**config.mk**
```make
export PLATFORM = sky130hd
export DESIGN_NAME = text_lcd_cursor_controller_unit
export DESIGN_NICKNAME = d
export VERILOG_FILES = /design/src/tlcd_pkg.sv /design/src/text_lcd_cursor_controller_unit.sv /design/src/tlcd_decode.sv
export VERILOG_INCLUDE_DIRS = /design/src /design/src/src
export SDC_FILE = /design/constraint.sdc
export NUM_CORES = 1
export LEC_CHECK = 0
export ABC_AREA = 1
export BUFFER_PORTS_ARGS = -buffer_cell sky130_fd_sc_hd__buf_2
export CELL_PAD_IN_SITES_DETAIL_PLACEMENT = 1
export CELL_PAD_IN_SITES_GLOBAL_PLACEMENT = 2
export CORE_ASPECT_RATIO = 1.4
export CORE_MARGIN = 3
export CORE_UTILIZATION = 31
export CTS_CLUSTER_SIZE = 28
export DETAILED_ROUTE_END_ITERATION = 12
export GPL_TIMING_DRIVEN = 0
export HOLD_SLACK_MARGIN = 0.12
export PLACE_DENSITY_LB_ADDON = 0.25
export SYNTH_ARGS = -nofsm -noshare
export SYNTH_HDL_FRONTEND = slang
export SYNTH_SLANG_ARGS = --single-unit
```
**constraint.sdc**
```tcl
create_clock -name clock -period 1.9 [get_ports clock]
set_input_delay 0.095 -clock clock [delete_from_list [all_inputs] [get_ports clock]]
set_output_delay 0.095 -clock clock [all_outputs]
set_load 0.1 [all_outputs]
```
**src/text_lcd_cursor_controller_unit_defines.svh**
```systemverilog
// Assertion macros shared by the cursor controller RTL.
`ifndef TEXT_LCD_CURSOR_CONTROLLER_UNIT_DEFINES_SVH
`define TEXT_LCD_CURSOR_CONTROLLER_UNIT_DEFINES_SVH

`ifndef SYNTHESIS

// Same-cycle implication, checked on clock, idle during reset.
`define TLCD_ASSERT_SAME(label, pre, post) \
   label: assert property (@(posedge clock) disable iff (reset) (pre) |-> (post)) \
      else $error("tlcd same-cycle check failed");

// Next-cycle implication, checked on clock, idle during reset.
`define TLCD_ASSERT_NEXT(label, pre, post) \
   label: assert property (@(posedge clock) disable iff (reset) (pre) |=> (post)) \
      else $error("tlcd next-cycle check failed");

`else

`define TLCD_ASSERT_SAME(label, pre, post)
`define TLCD_ASSERT_NEXT(label, pre, post)

`endif

`endif

```
**src/tlcd_pkg.sv**
```systemverilog
// Types, constants and helpers for the text LCD cursor controller.
package tlcd_pkg;

   localparam int NumSlots = 3;

   localparam logic [7:0] CHAR_RETURN    = 8'd13;
   localparam logic [7:0] CHAR_NEWLINE   = 8'd10;
   localparam logic [7:0] CHAR_BACKSPACE = 8'd8;

   localparam logic [7:0] CMD_SET_ADDR = 8'h80;
   localparam logic [7:0] CMD_CLEAR    = 8'h01;

   localparam logic [4:0] NUM_COLS = 5'd20;
   localparam logic [4:0] LAST_COL = 5'd19;

   localparam logic RS_COMMAND = 1'b0;
   localparam logic RS_DATA    = 1'b1;

   typedef logic [1:0] row_type;
   typedef logic [4:0] col_type;

   typedef struct packed {
      row_type row;
      col_type col;
   } cursor_type;

   typedef struct packed {
      logic       register_select;
      logic [7:0] bus_byte;
      logic       needs_long_wait;
      logic       last;
   } entry_type;

   // All bus writes caused by one character, slot 0 goes out first.
   typedef struct packed {
      logic [NumSlots-1:0]      valid;
      entry_type [NumSlots-1:0] entry;
   } burst_type;

   function automatic logic [7:0] row_base(input row_type row);
      logic [7:0] base;
      unique case (row)
         2'd0: base = 8'h00;
         2'd1: base = 8'h40;
         2'd2: base = 8'h14;
         2'd3: base = 8'h54;
         default: base = 8'h00;
      endcase
      return base;
   endfunction

   function automatic logic [7:0] set_addr(input cursor_type cur);
      return CMD_SET_ADDR + row_base(cur.row) + {3'b000, cur.col};
   endfunction

endpackage

```
**src/text_lcd_cursor_controller_unit.sv**
```systemverilog
// Top level of the text LCD cursor controller.
//   channel | direction | ports
//   req     | in        | req_valid, req_ready, req_character
//   rsp     | out       | rsp_valid, rsp_ready, rsp_register_select, rsp_bus_byte,
//           |           | rsp_needs_long_wait, rsp_last
// A character is decoded in the cycle it is accepted; its one to three bus
// writes are loaded into a three-slot shift register and leave one per cycle while rsp_ready is high.
// The next character is taken in the same cycle the final write transfers.
// Reset clears the cursor to row 0, column 0 and empties the slots.
`include "text_lcd_cursor_controller_unit_defines.svh"

module text_lcd_cursor_controller_unit (
   input  logic       clock,
   input  logic       reset,
   input  logic       req_valid,
   output logic       req_ready,
   input  logic [7:0] req_character,
   output logic       rsp_valid,
   input  logic       rsp_ready,
   output logic       rsp_register_select,
   output logic [7:0] rsp_bus_byte,
   output logic       rsp_needs_long_wait,
   output logic       rsp_last
);

   tlcd_pkg::cursor_type cursor_ff;
   tlcd_pkg::cursor_type cursor_in;
   tlcd_pkg::cursor_type cursor_next;
   tlcd_pkg::burst_type  burst;

   logic [tlcd_pkg::NumSlots-1:0]      slot_valid_ff;
   logic [tlcd_pkg::NumSlots-1:0]      slot_valid_in;
   tlcd_pkg::entry_type [tlcd_pkg::NumSlots-1:0] slot_ff;
   tlcd_pkg::entry_type [tlcd_pkg::NumSlots-1:0] slot_in;

   logic req_fire;
   logic rsp_fire;

   tlcd_decode u_decode (
      .character   (req_character),
      .cursor      (cursor_ff),
      .next_cursor (cursor_next),
      .burst       (burst)
   );

   assign rsp_valid = slot_valid_ff[0];
   assign rsp_fire  = rsp_valid && rsp_ready;
   // take a new character when empty or when the final write transfers now
   assign req_ready = !slot_valid_ff[0] || (rsp_fire && !slot_valid_ff[1]);
   assign req_fire  = req_valid && req_ready;

   assign rsp_register_select = slot_ff[0].register_select;
   assign rsp_bus_byte        = slot_ff[0].bus_byte;
   assign rsp_needs_long_wait = slot_ff[0].needs_long_wait;
   assign rsp_last            = slot_ff[0].last;

   always_comb begin
      cursor_in     = cursor_ff;
      slot_valid_in = slot_valid_ff;
      slot_in       = slot_ff;
      if (req_fire) begin
         cursor_in     = cursor_next;
         slot_valid_in = burst.valid;
         slot_in       = burst.entry;
      end else if (rsp_fire) begin
         // advance the queue by one slot
         slot_valid_in = {1'b0, slot_valid_ff[tlcd_pkg::NumSlots-1:1]};
         slot_in       = {slot_ff[tlcd_pkg::NumSlots-1], slot_ff[tlcd_pkg::NumSlots-1:1]};
      end
   end

   always_ff @(posedge clock) begin
      if (reset) begin
         cursor_ff     <= '0;
         slot_valid_ff <= '0;
      end else begin
         cursor_ff     <= cursor_in;
         slot_valid_ff <= slot_valid_in;
      end
      slot_ff <= slot_in;
   end

   `TLCD_ASSERT_SAME(a_last_ends_burst, rsp_valid && rsp_last, !slot_valid_ff[1])
   `TLCD_ASSERT_SAME(a_slots_packed, slot_valid_ff[2], slot_valid_ff[1])
   `TLCD_ASSERT_SAME(a_column_in_range, 1'b1, cursor_ff.col < tlcd_pkg::NUM_COLS)
   `TLCD_ASSERT_NEXT(a_accept_gives_output, req_fire, rsp_valid)
   `TLCD_ASSERT_SAME(a_long_wait_is_clear, rsp_valid && rsp_needs_long_wait,
      rsp_register_select == tlcd_pkg::RS_COMMAND && rsp_bus_byte == tlcd_pkg::CMD_CLEAR)

endmodule

```
**src/tlcd_decode.sv**
```systemverilog
// Per-character decode: next cursor position and the burst of bus writes.
module tlcd_decode (
   input  logic [7:0]          character,
   input  tlcd_pkg::cursor_type cursor,
   output tlcd_pkg::cursor_type next_cursor,
   output tlcd_pkg::burst_type  burst
);

   logic                 is_move;
   logic                 at_home;
   tlcd_pkg::entry_type  addr_entry;
   tlcd_pkg::entry_type  data_entry;
   tlcd_pkg::entry_type  clear_entry;

   always_comb begin
      next_cursor = cursor;
      is_move     = 1'b1;
      unique case (character)
         tlcd_pkg::CHAR_RETURN: begin
            next_cursor.col = '0;
         end
         tlcd_pkg::CHAR_NEWLINE: begin
            next_cursor.row = cursor.row + 2'd1;
            next_cursor.col = (cursor.col >= tlcd_pkg::NUM_COLS) ? '0 : cursor.col;
         end
         tlcd_pkg::CHAR_BACKSPACE: begin
            // stop at column 0; an out-of-range column overflows instead
            if (cursor.col >= tlcd_pkg::NUM_COLS) begin
               next_cursor.row = cursor.row + 2'd1;
               next_cursor.col = '0;
            end else if (cursor.col != '0) begin
               next_cursor.col = cursor.col - 5'd1;
            end
         end
         default: begin
            is_move = 1'b0;
            if (cursor.col >= tlcd_pkg::LAST_COL) begin
               next_cursor.row = cursor.row + 2'd1;
               next_cursor.col = '0;
            end else begin
               next_cursor.col = cursor.col + 5'd1;
            end
         end
      endcase
   end

   assign at_home = (cursor.row == '0) && (cursor.col == '0);

   assign addr_entry  = '{register_select: tlcd_pkg::RS_COMMAND,
                          bus_byte: tlcd_pkg::set_addr(next_cursor),
                          needs_long_wait: 1'b0, last: 1'b1};
   assign data_entry  = '{register_select: tlcd_pkg::RS_DATA, bus_byte: character,
                          needs_long_wait: 1'b0, last: 1'b0};
   assign clear_entry = '{register_select: tlcd_pkg::RS_COMMAND,
                          bus_byte: tlcd_pkg::CMD_CLEAR,
                          needs_long_wait: 1'b1, last: 1'b0};

   always_comb begin
      burst = '0;
      if (is_move) begin
         burst.valid    = 3'b001;
         burst.entry[0] = addr_entry;
      end else if (at_home) begin
         burst.valid    = 3'b111;
         burst.entry[0] = clear_entry;
         burst.entry[1] = data_entry;
         burst.entry[2] = addr_entry;
      end else begin
         burst.valid    = 3'b011;
         burst.entry[0] = data_entry;
         burst.entry[1] = addr_entry;
      end
   end

endmodule

```
## Word-level counts from Yosys, hierarchy flattened

Cells that the tools add are included.

- Flip-flop bits (word level): 43
- Output and inout bits: 13
- Logic and storage cells: 61

- $add $sub $neg: 5
- $lt $le $gt $ge: 2
- Equal/unequal tests: 6
- Mux-type cells: 20
- Reductions and logical operators: 13

Operator list:

| kind | number |
|---|---|
| $mux W22 | 3 |
| $mux W33 | 1 |
| $pmux W8 S4 | 1 |
| $eq A8 B4 Y1 const B | 3 |
| $mux W5 | 4 |
| $pmux W5 S3 | 1 |
| $mux W3 | 4 |
| $mux W11 | 1 |
| $ge A5 B5 Y1 const B | 2 |
| $mux W10 | 1 |
| $add A8 B5 Y8 | 1 |
| $add A8 B8 Y8 const A | 1 |
| $pmux W2 S3 | 1 |
| $add A5 B1 Y5 const B | 1 |
| $logic_not A5 Y1 | 1 |
| $reduce_bool A5 Y1 | 1 |
| $sub A5 B1 Y5 const B | 1 |
| $eq A2 B2 Y1 const B | 2 |
| $logic_and A1 B1 Y1 | 4 |
| $logic_not A2 Y1 | 2 |
| $mux W2 | 2 |
| $reduce_or A3 Y1 | 1 |
| $add A2 B1 Y2 const B | 1 |
| $eq A2 B1 Y1 const B | 1 |
| 4 further kinds | 5 |

## Depth between registers and ports, before layout

Gate-level depths: netlist of run 1.

- Depth after elaboration: 10
- Gate-level depth with buffers: 16
- Depth with buffers taken out: 16

## Modules after synthesis

A second synthesis of run 1 with hierarchy kept.

- Cells, all modules: 374
- Area total of the unflattened synthesis: 2,785.2 um^2

By module, submodules not included:

| module | instances | cells an instance | area an instance (um^2) |
|---|---|---|---|
| text_lcd_cursor_controller_unit | 1 | 187 | 1,823.0 |
| tlcd_decode | 1 | 187 | 962.2 |

## Worst setup path before layout of run 1

Ideal clock, no wire load.

- Path kind: flip-flop to flip-flop
- Start point: reg slot_valid_ff[0] (netlist bit)
- End point: reg slot_ff (netlist bit rsp_bus_byte[0]) (enable)
- Setup time: 0.376 ns
- Arrival: 3.178 ns
- Setup slack: -1.654 ns
- Cell stages (with the launch flop): 6
- Path buffers: 0
- Cell sequence: dfxtp_1 o21ai_1 nand2_1 inv_1 a21oi_1 inv_1

- Cells in the longest elaborated chain, start to end: 5

Ends and longest elaborated chain:

| element | line | source |
|---|---|---|
| from (decl) | text_lcd_cursor_controller_unit.sv:31 | `logic [tlcd_pkg::NumSlots-1:0] slot_valid_ff;` |
| from (signal assigned) | text_lcd_cursor_controller_unit.sv:78 | `slot_valid_ff <= slot_valid_in;` |
| $logic_and A1 B1 Y1 | text_lcd_cursor_controller_unit.sv:47 | `assign rsp_fire = rsp_valid && rsp_ready;` |
| $logic_and A1 B1 Y1 | text_lcd_cursor_controller_unit.sv:49 | `assign req_ready = !slot_valid_ff[0] \|\| (rsp_fire && !slot_valid_ff[1]);` |
| $logic_or A1 B1 Y1 * | text_lcd_cursor_controller_unit.sv:49 |  |
| named net req_ready | text_lcd_cursor_controller_unit.sv:16 | `output logic req_ready,` |
| $logic_and A1 B1 Y1 * | text_lcd_cursor_controller_unit.sv:50 | `assign req_fire = req_valid && req_ready;` |
| $reduce_bool A2 Y1 (no line) * | n/a |  |
| to (signal assigned) | text_lcd_cursor_controller_unit.sv:80 | `slot_ff <= slot_in;` |
| to (decl) | text_lcd_cursor_controller_unit.sv:33 | `tlcd_pkg::entry_type [tlcd_pkg::NumSlots-1:0] slot_ff;` |

The timed path passes the listed nets; every way through them passes the cells marked *.
A chain may end at the register's enable or synchronous reset.

==> results.yml, run 1 <==
outcome:
  outcome: "finished with violations"
  violations: "setup timing"
sta:
  clock_skew_ns: 0.00783
  setup_ws_ns: -0.0473
  drv_slew: 0
  final-setup-viol-count: 5
  finalHoldViolCount: 0
  max_clock_freq_mhz: 514
  rsz0062_at_grt: "yes"
  fin_crit_ns: 1.95
  fin_crit_sh_pct: 102
floorplanning:
  num_rows: 36
  die-area_um2: 8610
  die_w_um: 79.3
  die_y_um: 109
  ios: 25
  start_util_pct: 32.7
  core_area_um2: 7120
route:
  vias: 2083
  drt_iter0_drc: 116
  first_pass_iters: 4
  viasPerCell: 4.80
  drt-total-wl_um: 6670
  wl_per_cell_um: 15.4
  drc: 0
  ant_nets: 0
power_and_ir_drop:
  p_leak_uw: 0.00137
  p_comb_share_pct: 31.8
  power.share.sequential_pct: 38.1
  switching_share_pct: 34.9
  clkPwrFrac_pct: 30.0
  internal_power_uw: 1790
  irDropWorstVdd_uv: 398
  power_density_nw_per_um2: 878
  p_switching_uw: 960
synthesis:
  synth-xor-area-share_pct: 1.13
  synthMuxAreaShare_pct: 0
  synthCells: 286
  ys_warn_count: 0
  ys_seq_elements: 38
  synth_top_family_by_area: "simple AND/OR/NAND/NOR gates"
  synthTopCellsByArea: "edfxtp_1 (36%), nand2_1 (10%), dfxtp_1 (8.6%)"
  synth-compound-area-share_pct: 13.3
  synth_fa_ha_area_share_pct: 2.69
  synthSimpleGateAreaFrac_pct: 28.1
  syn_avg_cell_area_um2: 8.15
  synthesis.area_um2: 2330
  synth_largest_area_cell: "edfxtp_1"
  synth_cell_types: 29
  ys_seq_area_share_pct: 44.7
  synth_top_area_share_pct: 36.1
  synth_fp_nets: 303
final_layout:
  fillCellCount: 896
  final_core_util_pct: 44.1
  multiInputGateArea_um2: 1280
  area_growth_pct: 34.6
  stdcell_area_um2: 3140
  nets: 355
  num_antenna_cells: 0
  register_area_um2: 1070
  mostFrequentLayoutCells: "nand2_1 (56), edfxtp_1 (28), buf_2 (25), buf_4 (25), inv_1 (24)"
  layout_commonest_cell: "nand2_1"
  drive_gt1_share_pct: 40.7
critical_path:
  worstSetupEndpointType: "flop"
  cp_slowest_stage_delay_ns: 0.38
  cp_slowest_cell: "dfxtp_4"
  crit_arrival_ns: 1.99
  path_delay_family: "simple AND/OR/NAND/NOR gates"
  cp.required_ns: 1.94
  timing_worst_setup_path_type: "flop to flop"
  worstPathMaxFanout: 6
  worst_setup_path_start_kind: "flop"
  crit_chain: "ha_4 -> nor2_4 -> nand3_4 -> nand2_4 -> inv_4 -> nor2_1 -> nand2_1 -> o221ai_2 -> ha_4 -> inv_4 -> o221ai_2"
  critPathBufInv: 2
clock_tree:
  cts_root_buf: "clkbuf_8"
  cts_max_level: 2
  clk_pin_slew_ns: 0.08
  cts_tree: "yes"
  cts_buffers: 5
  clk_latency_ns: 0.29
  ctsLongestPathBuffers: 2
  clock_sinks: 38
placed_design:
  post-dp-hpwl_um: 4920
  io_buffers: 24
  placed_cell_area_um2: 2610
  gp_congestion: 0.795
global_routing:
  grt_pass1_wl_um: 10900
  grt_max_degree: 22
  overflow: 0
  grt.total_usage_pct: 16.8
  grt_pass1_vias: 2195
  antenna_found_initial: 0
min_path:
  min_path_type: "input port to flop"
run:
  cap_violations: 0
[metal layers]
layer | wire length [µm] | global-route usage, %
met1 | 2600 | 18.1
met2 | 3740 | 31.9
met3 | 147 | 2.42
met4 | 183 | 7.37
met5 | 0 | 0
[tightest hold or removal path, stage by stage]
cell     delay, ns
buf_2         0.10
a22oi_1       0.06
nand2_1       0.07
[worst paths after layout]
| kind | startpoint | to | slack [ns] | cells past startpoint |
|---|---|---|---|---|
| max | cursor_ff[0] | rsp_bus_byte[3] | -0.05 | 11 |
| min | req_character[5] | rsp_bus_byte[5] | 0.14 | 3 |
| max reg2reg | cursor_ff[0] | rsp_bus_byte[3] | -0.05 | 11 |
| min reg2reg | slot_valid_ff[2] | slot_valid_ff[2] | 0.47 | 2 |
[cell usage after synthesis, drive strengths merged]
library cell / count
a21oi: 16
a22oi: 7
buf: 9
clkbuf: 2
conb: 1
dfxtp: 10
edfxtp: 28
ha: 5
inv: 41
nand2: 78
nand3: 21
nor2: 32
nor3: 2
o211ai: 3
o21ai: 24
o21bai: 1
o221ai: 3
xnor2: 1
xor2: 2
[power groups by stage]
stage	clock network, µW	logic, µW	registers [µW]
floorplan	0	534	1120
global placement	0	738	1060
detailed placement	0	748	1060
CTS	854	832	1050
global route	892	956	1060
finish	827	877	1050
[metrics by stage]
step	setup WS, ns	std cells	hold slack [ns]	total power [µW]	TNS, ns
after global routing	-0.146	434	0.150	2910	-0.921
final	-0.0473	434	0.139	2750	-0.204
after CTS	-0.0466	428	0.129	2740	-0.222
after detailed placement	-0.418	405	0.370	1810	-2.78
after floorplan	0.00133	286	0.154	1650	0
after global placement	-0.400	405	0.361	1800	-2.46
[sequential cells by signal (all words and copies together) (netlist names)]
signal	count
cursor_ff	7
rsp_last	1
slot_ff	17
rsp_bus_byte	8
rsp_needs_long_wait	1
rsp_register_select	1
slot_valid_ff	3
[layout make-up]
type,count,area share [%]
tap,95,3.79
clock inverter,3,2.19
timing repair buffer,45,9.18
clock buffer,5,2.19
buffer,11,2.31
sequential,38,34.0
inverter,41,5.39
multi-input combinational,196,40.9
[cells by family after synthesis]
family          Yosys count
buf+inv                  52
fa+ha+maj                 5
xor+xnor                  3
simple gates            133
compound gates           54
other cells               1
flops                    38
[what timing repair did]
action                                  in CTS  in global routing
pin swaps                                   12                 11
hold buffers                                 4                  0
endpoints found under the setup margin      11                 19
hold endpoints to repair                     4                  0
setup buffers                               11                  6
gates resized for setup                     35                 22
Note: power is estimated with default switching activity, not from simulation.
==> run 2: changes to the inputs <==
CORE_MARGIN = default   (was 3)
==> run 2 against run 1 <==
Compared with the run above:
- the flow still finishes with violations (setup timing)
- design area decreased by 2.0%
- sequential power hardly changed
- wire length fell by 1.5%
==> results.yml, run 2 (synthesized netlist as in run 1, its figures left out) <==
clock_tree:
  cts_max_level: 2
  cts_root_buf: "clkbuf_8"
  cts_buffers: 5
  ctsLongestPathBuffers: 2
  clk_pin_slew_ns: 0.08
  clock_sinks: 38
  cts_tree: "yes"
  clk_latency_ns: 0.29
floorplanning:
  start_util_pct: 31.9
  ios: 25
  num_rows: 37
  core_area_um2: 7310
  die-area_um2: 7870
  die_y_um: 105
  die_w_um: 75.3
route:
  drt_iter0_drc: 76
  drc: 0
  drt-total-wl_um: 6570
  vias: 2085
  wl_per_cell_um: 15.2
  viasPerCell: 4.82
  first_pass_iters: 4
  ant_nets: 0
global_routing:
  overflow: 0
  grt_pass1_vias: 2088
  antenna_found_initial: 0
  grt.total_usage_pct: 18.3
  grt_max_degree: 22
  grt_pass1_wl_um: 10600
final_layout:
  num_antenna_cells: 0
  stdcell_area_um2: 3070
  fillCellCount: 907
  drive_gt1_share_pct: 40.2
  area_growth_pct: 32.0
  layout_commonest_cell: "nand2_1"
  largest_reg_flops: 17
  largest-register: "slot_ff"
  final_core_util_pct: 42.0
  mostFrequentLayoutCells: "nand2_1 (57), edfxtp_1 (28), inv_1 (25), buf_2 (25), buf_4 (23)"
  nets: 352
critical_path:
  crit_end: "rsp_bus_byte[3]"
  rr_endpoint: "rsp_bus_byte[3]"
  r2r-start: "cursor_ff[0]"
  cp.required_ns: 1.94
  crit_start: "cursor_ff[0]"
  r2r_setup_slack_ns: -0.05
  timing_worst_setup_path_type: "flop to flop"
  worstRegToRegCells: 13
  crit_arrival_ns: 1.99
  worstSetupEndpointType: "flop"
  worst_setup_path_start_kind: "flop"
  worstPathMaxFanout: 6
sta:
  max_clock_freq_mhz: 512
  finalHoldViolCount: 0
  clock_skew_ns: 0.0119
  fin_crit_sh_pct: 103
  tns_ns: -0.177
  fin_crit_ns: 1.95
  timing.hold.ws_ns: 0.129
  final-setup-viol-count: 5
  setup_ws_ns: -0.0538
  drv_slew: 0
  rsz0062_at_grt: "yes"
placed_design:
  io_buffers: 24
  post-dp-hpwl_um: 4920
  placed_cell_area_um2: 2610
  gp_congestion: 0.778
  dp_slack_ns: -0.400
power_and_ir_drop:
  power_density_nw_per_um2: 819
  p_leak_uw: 0.00134
  irDropWorstVdd_uv: 318
min_path:
  min_path_type: "input port to flop"
outcome:
  outcome: "finished with violations"
  violations: "setup timing"
run:
  cap_violations: 0
run 2: layer usage:
metal / share of wire (%) / global-route usage, % / vias to the layer above
li1: - / - / 1040
met4: 2.2 / 6.75 / 0
met2: 56 / 33.8 / 25
met5: 0 / 0 / -
met1: 40 / 20.3 / 1011
met3: 1.7 / 2.60 / 9
run 2: final cells by class:
cell class	instances	area, µm²	area share (%)
clock inverter	2	12.5	0.407
timing repair buffer	42	263	8.55
sequential	38	1070	34.7
multi-input combinational	196	1290	41.9
buffer	11	72.6	2.36
tap	97	121	3.95
inverter	41	169	5.49
clock buffer	6	82.6	2.69
run 2: power breakdown:
group          switching (µW)  internal (µW)
Sequential               50.2           1000
Clock                     303            292
Combinational             610            262
Total                     963           1550
run 2: what timing repair did:
| item | in CTS | in global routing |
|---|---|---|
| pin swaps | 11 | 9 |
| endpoints found under the setup margin | 11 | 16 |
| setup buffers | 10 | 5 |
| hold buffers | 3 | 0 |
| hold endpoints to repair | 3 | 0 |
| resized for setup | 38 | 15 |
run 2: worst min-delay path by stage:
| stage | cells past startpoint | to | start |
|---|---|---|---|
| finish | 3 | rsp_bus_byte[5] | req_character[5] |
| global route | 3 | slot_ff[18] | req_character[5] |
| CTS | 3 | rsp_bus_byte[5] | req_character[5] |
| detailed placement | 3 | slot_valid_ff[0] | req_valid |
| global placement | 3 | slot_valid_ff[0] | req_valid |
| floorplan | 1 | slot_valid_ff[0] | reset |
run 2: worst max-delay path, stage by stage (launching register included):
cell      delay (ns)
dfxtp_4         0.38
buf_4           0.15
nand2_1         0.10
nand3_2         0.12
nand2_4         0.13
inv_4           0.06
nor2_4          0.07
nand2_2         0.05
nand2_2         0.08
inv_2           0.06
nor2_4          0.13
ha_4            0.21
inv_4           0.06
o221ai_2        0.10
run 2: stage by stage:
step,power [µW],instances
floorplan,1650,286
finish,2520,433
CTS,2510,428
global route,2650,433
detailed placement,1810,407
global placement,1800,407
==> run 3: changes to the inputs <==
ABC_AREA = default   (was 1)
CORE_UTILIZATION = 34   (was 31)
==> run 3 against run 2 <==
Compared with the run above:
- the run still ends with setup timing left
- sequential cell count stayed put
- register-to-register slack got worse by 0.72 ns
- design area up 19%
- setup slack worse by 0.72 ns
- cell count down 3.7%
- sequential power about the same
- wire length is 31% higher
- largest cell class unchanged
- largest power group unchanged
- highest routed layer unchanged
==> results.yml, run 3 <==
floorplanning:
  core_area_um2: 6940
  ios: 25
  start_util_pct: 35.1
  num_rows: 36
  die_y_um: 102
  die_w_um: 73.5
  die-area_um2: 7510
global_routing:
  grt_max_degree: 21
  grt_pass1_wl_um: 13100
  grt.total_usage_pct: 23.9
  overflow: 0
  antenna_found_initial: 0
  grt_pass1_vias: 2428
outcome:
  outcome: "finished with violations"
  violations: "setup timing"
placed_design:
  gp_congestion: 0.854
  post-dp-hpwl_um: 5380
  io_buffers: 21
critical_path:
  timing_worst_setup_path_type: "flop to flop"
  critPathBufInv: 3
  worstPathMaxFanout: 5
  worstSetupEndpointType: "flop"
  cp_slowest_cell: "dfxtp_4"
  path_delay_family: "compound AO/OA/AOI/OAI gates"
  worst_setup_path_start_kind: "flop"
  cp_slowest_stage_delay_ns: 0.38
  cp.required_ns: 1.96
  crit_arrival_ns: 2.74
  crit_chain: "buf_12 -> ha_4 -> a21oi_4 -> a21boi_4 -> buf_6 -> buf_6 -> mux2i_4 -> a21oi_4 -> o21a_4 -> ha_4 -> mux2_4 -> a22o_1"
synthesis:
  postSynth.asyncResetShare_pct: 0
  syn_avg_cell_area_um2: 9.82
  ys_seq_elements: 38
  synthCells: 248
  synthTopCellsByArea: "edfxtp_1 (35%), dfxtp_1 (8.2%), a21oi_1 (3.7%)"
  synth_fp_nets: 265
  synth.most_common_cell: "edfxtp_1"
  synthesis.area_um2: 2440
  ys.flop_type: "edfxtp_1"
  synth_largest_area_cell: "edfxtp_1"
  synth_cell_types: 68
  synth_edf_count: 28
  ys_warn_count: 0
  synth_top_area_share_pct: 34.5
  ys_seq_area_share_pct: 42.7
  synth.top_cells.by_count: "edfxtp_1 (28), nand2_1 (21), nor2_1 (20), a21oi_1 (18), inv_1 (13)"
sta:
  rsz0062_at_grt: "yes"
  fin_crit_ns: 2.67
  setup_ws_ns: -0.772
  max_clock_freq_mhz: 374
  relSlewSlack_pct: 47.9
  fin_crit_sh_pct: 141
  drv_slew: 0
  final-setup-viol-count: 33
  worst_pin_slew_ns: 0.781
  finalHoldViolCount: 0
  timing.hold.ws_ns: 0.130
  clock_skew_ns: 0.00626
final_layout:
  fillCellCount: 788
  nets: 338
  largest_reg_flops: 17
  mostFrequentLayoutCells: "buf_4 (40), edfxtp_1 (28), buf_2 (21), nor2_1 (17), nand2_1 (15)"
  num_antenna_cells: 0
  largest-register: "slot_ff"
  drive_gt1_share_pct: 51.2
  multiInputGateArea_um2: 1640
  layout_commonest_cell: "buf_4"
  final_core_util_pct: 53.0
  area_growth_pct: 50.8
  register_area_um2: 1060
route:
  wl_per_cell_um: 20.6
  routed.top_layer: "met4"
  drc: 0
  drt_iter0_drc: 77
  ant_nets: 0
  drt-total-wl_um: 8600
  viasPerCell: 5.57
  first_pass_iters: 4
  vias: 2322
  wl_met2_um: 4610
  wl_met1_um: 3370
  met3_length_um: 307
run:
  cap_violations: 0
clock_tree:
  ctsLongestPathBuffers: 2
  cts_max_level: 2
  clk_pin_slew_ns: 0.08
  holdBufCountCts: 0
  cts_tree: "yes"
  clk_latency_ns: 0.30
  cts_buffers: 5
  clock_sinks: 38
  cts_root_buf: "clkbuf_8"
power_and_ir_drop:
  power_density_nw_per_um2: 796
  irDropWorstVdd_uv: 335
  p_leak_uw: 0.00142
min_path:
  min_path_type: "input port to flop"
==> run 3: where the power goes <==
part           total (µW)  leakage (µW)  internal, µW  switching, µW
clock                 876     0.0000714           560            315
combinational        1020      0.000981           374            645
sequential           1030      0.000366           991           39.5
total                2930       0.00142          1930           1000
==> run 3: path summary, 6_finish.rpt <==
check              startpoint  slack (ns)  cells past startpoint               end
max              cursor_ff[1]       -0.77                     12       slot_ff[16]
min                 req_valid        0.13                      3  slot_valid_ff[0]
max reg2reg      cursor_ff[1]       -0.77                     12       slot_ff[16]
min reg2reg  slot_valid_ff[1]        0.46                      2  slot_valid_ff[1]
==> run 3: layout make-up <==
| cell class | count | share of cell area (%) |
|---|---|---|
| Multi-Input combinational cell | 176 | 44.6 |
| Sequential cell | 38 | 28.8 |
| Timing Repair Buffer | 66 | 14.0 |
| Buffer | 21 | 3.92 |
| Tap cell | 95 | 3.24 |
| Clock buffer | 6 | 2.25 |
| Clock inverter | 2 | 1.63 |
| Inverter | 13 | 1.60 |
==> run 3: timing repair <==
item                                    4_1_cts  5_1_grt
endpoints found under the setup margin       40       40
buffers inserted                             36       12
pin swaps                                    24       15
resized for setup                            50       27
==> run 3: cell families (layout without fill, tap and decap cells) <==
group                      after synthesis  after routing  share of synthesized area (%)
other                                    1              1                          0.154
muxes                                    4              4                           1.75
and+or+nand+nor                         87             87                           20.1
xor gates and xnor gates                 4              4                           1.44
AOI/OAI and AO/OA                       75             75                           24.7
buffers and inverters                   34            108                           6.63
DFF                                     38             38                           42.7
adders and majority gates                5              5                           2.57
==> run 3: stage by stage <==
step | TNS (ns) | setup slack [ns] | power, µW | cell area, µm² | instances
6_report | -13.11 | -0.772 | 2930 | 3670 | 417
5_1_grt | -15.88 | -0.809 | 3020 | 3670 | 417
3_3_place_gp | -21.41 | -1.31 | 1800 | 2830 | 364
2_1_floorplan | -4.22 | -0.690 | 1650 | 2610 | 248
4_1_cts | -8.27 | -0.765 | 2860 | 3480 | 408
3_5_place_dp | -21.62 | -1.28 | 1810 | 2830 | 364
==> run 3: per-layer routing <==
layer	track usage, %	up-vias
met2	44.0	68
li1	-	1076
met5	0	-
met4	11.1	0
met1	27.2	1155
met3	2.37	23
==> run 3: worst reg2reg max path, cell delays in order (launching register included) <==
cell and delay, ns:
dfxtp_4 0.38, buf_12 0.14, ha_4 0.18, a21oi_4 0.16, a21boi_4 0.08, buf_6 0.15
buf_6 0.12, mux2i_4 0.20, a21oi_4 0.20, o21a_4 0.17, ha_4 0.22, mux2_4 0.25
a22o_1 0.17
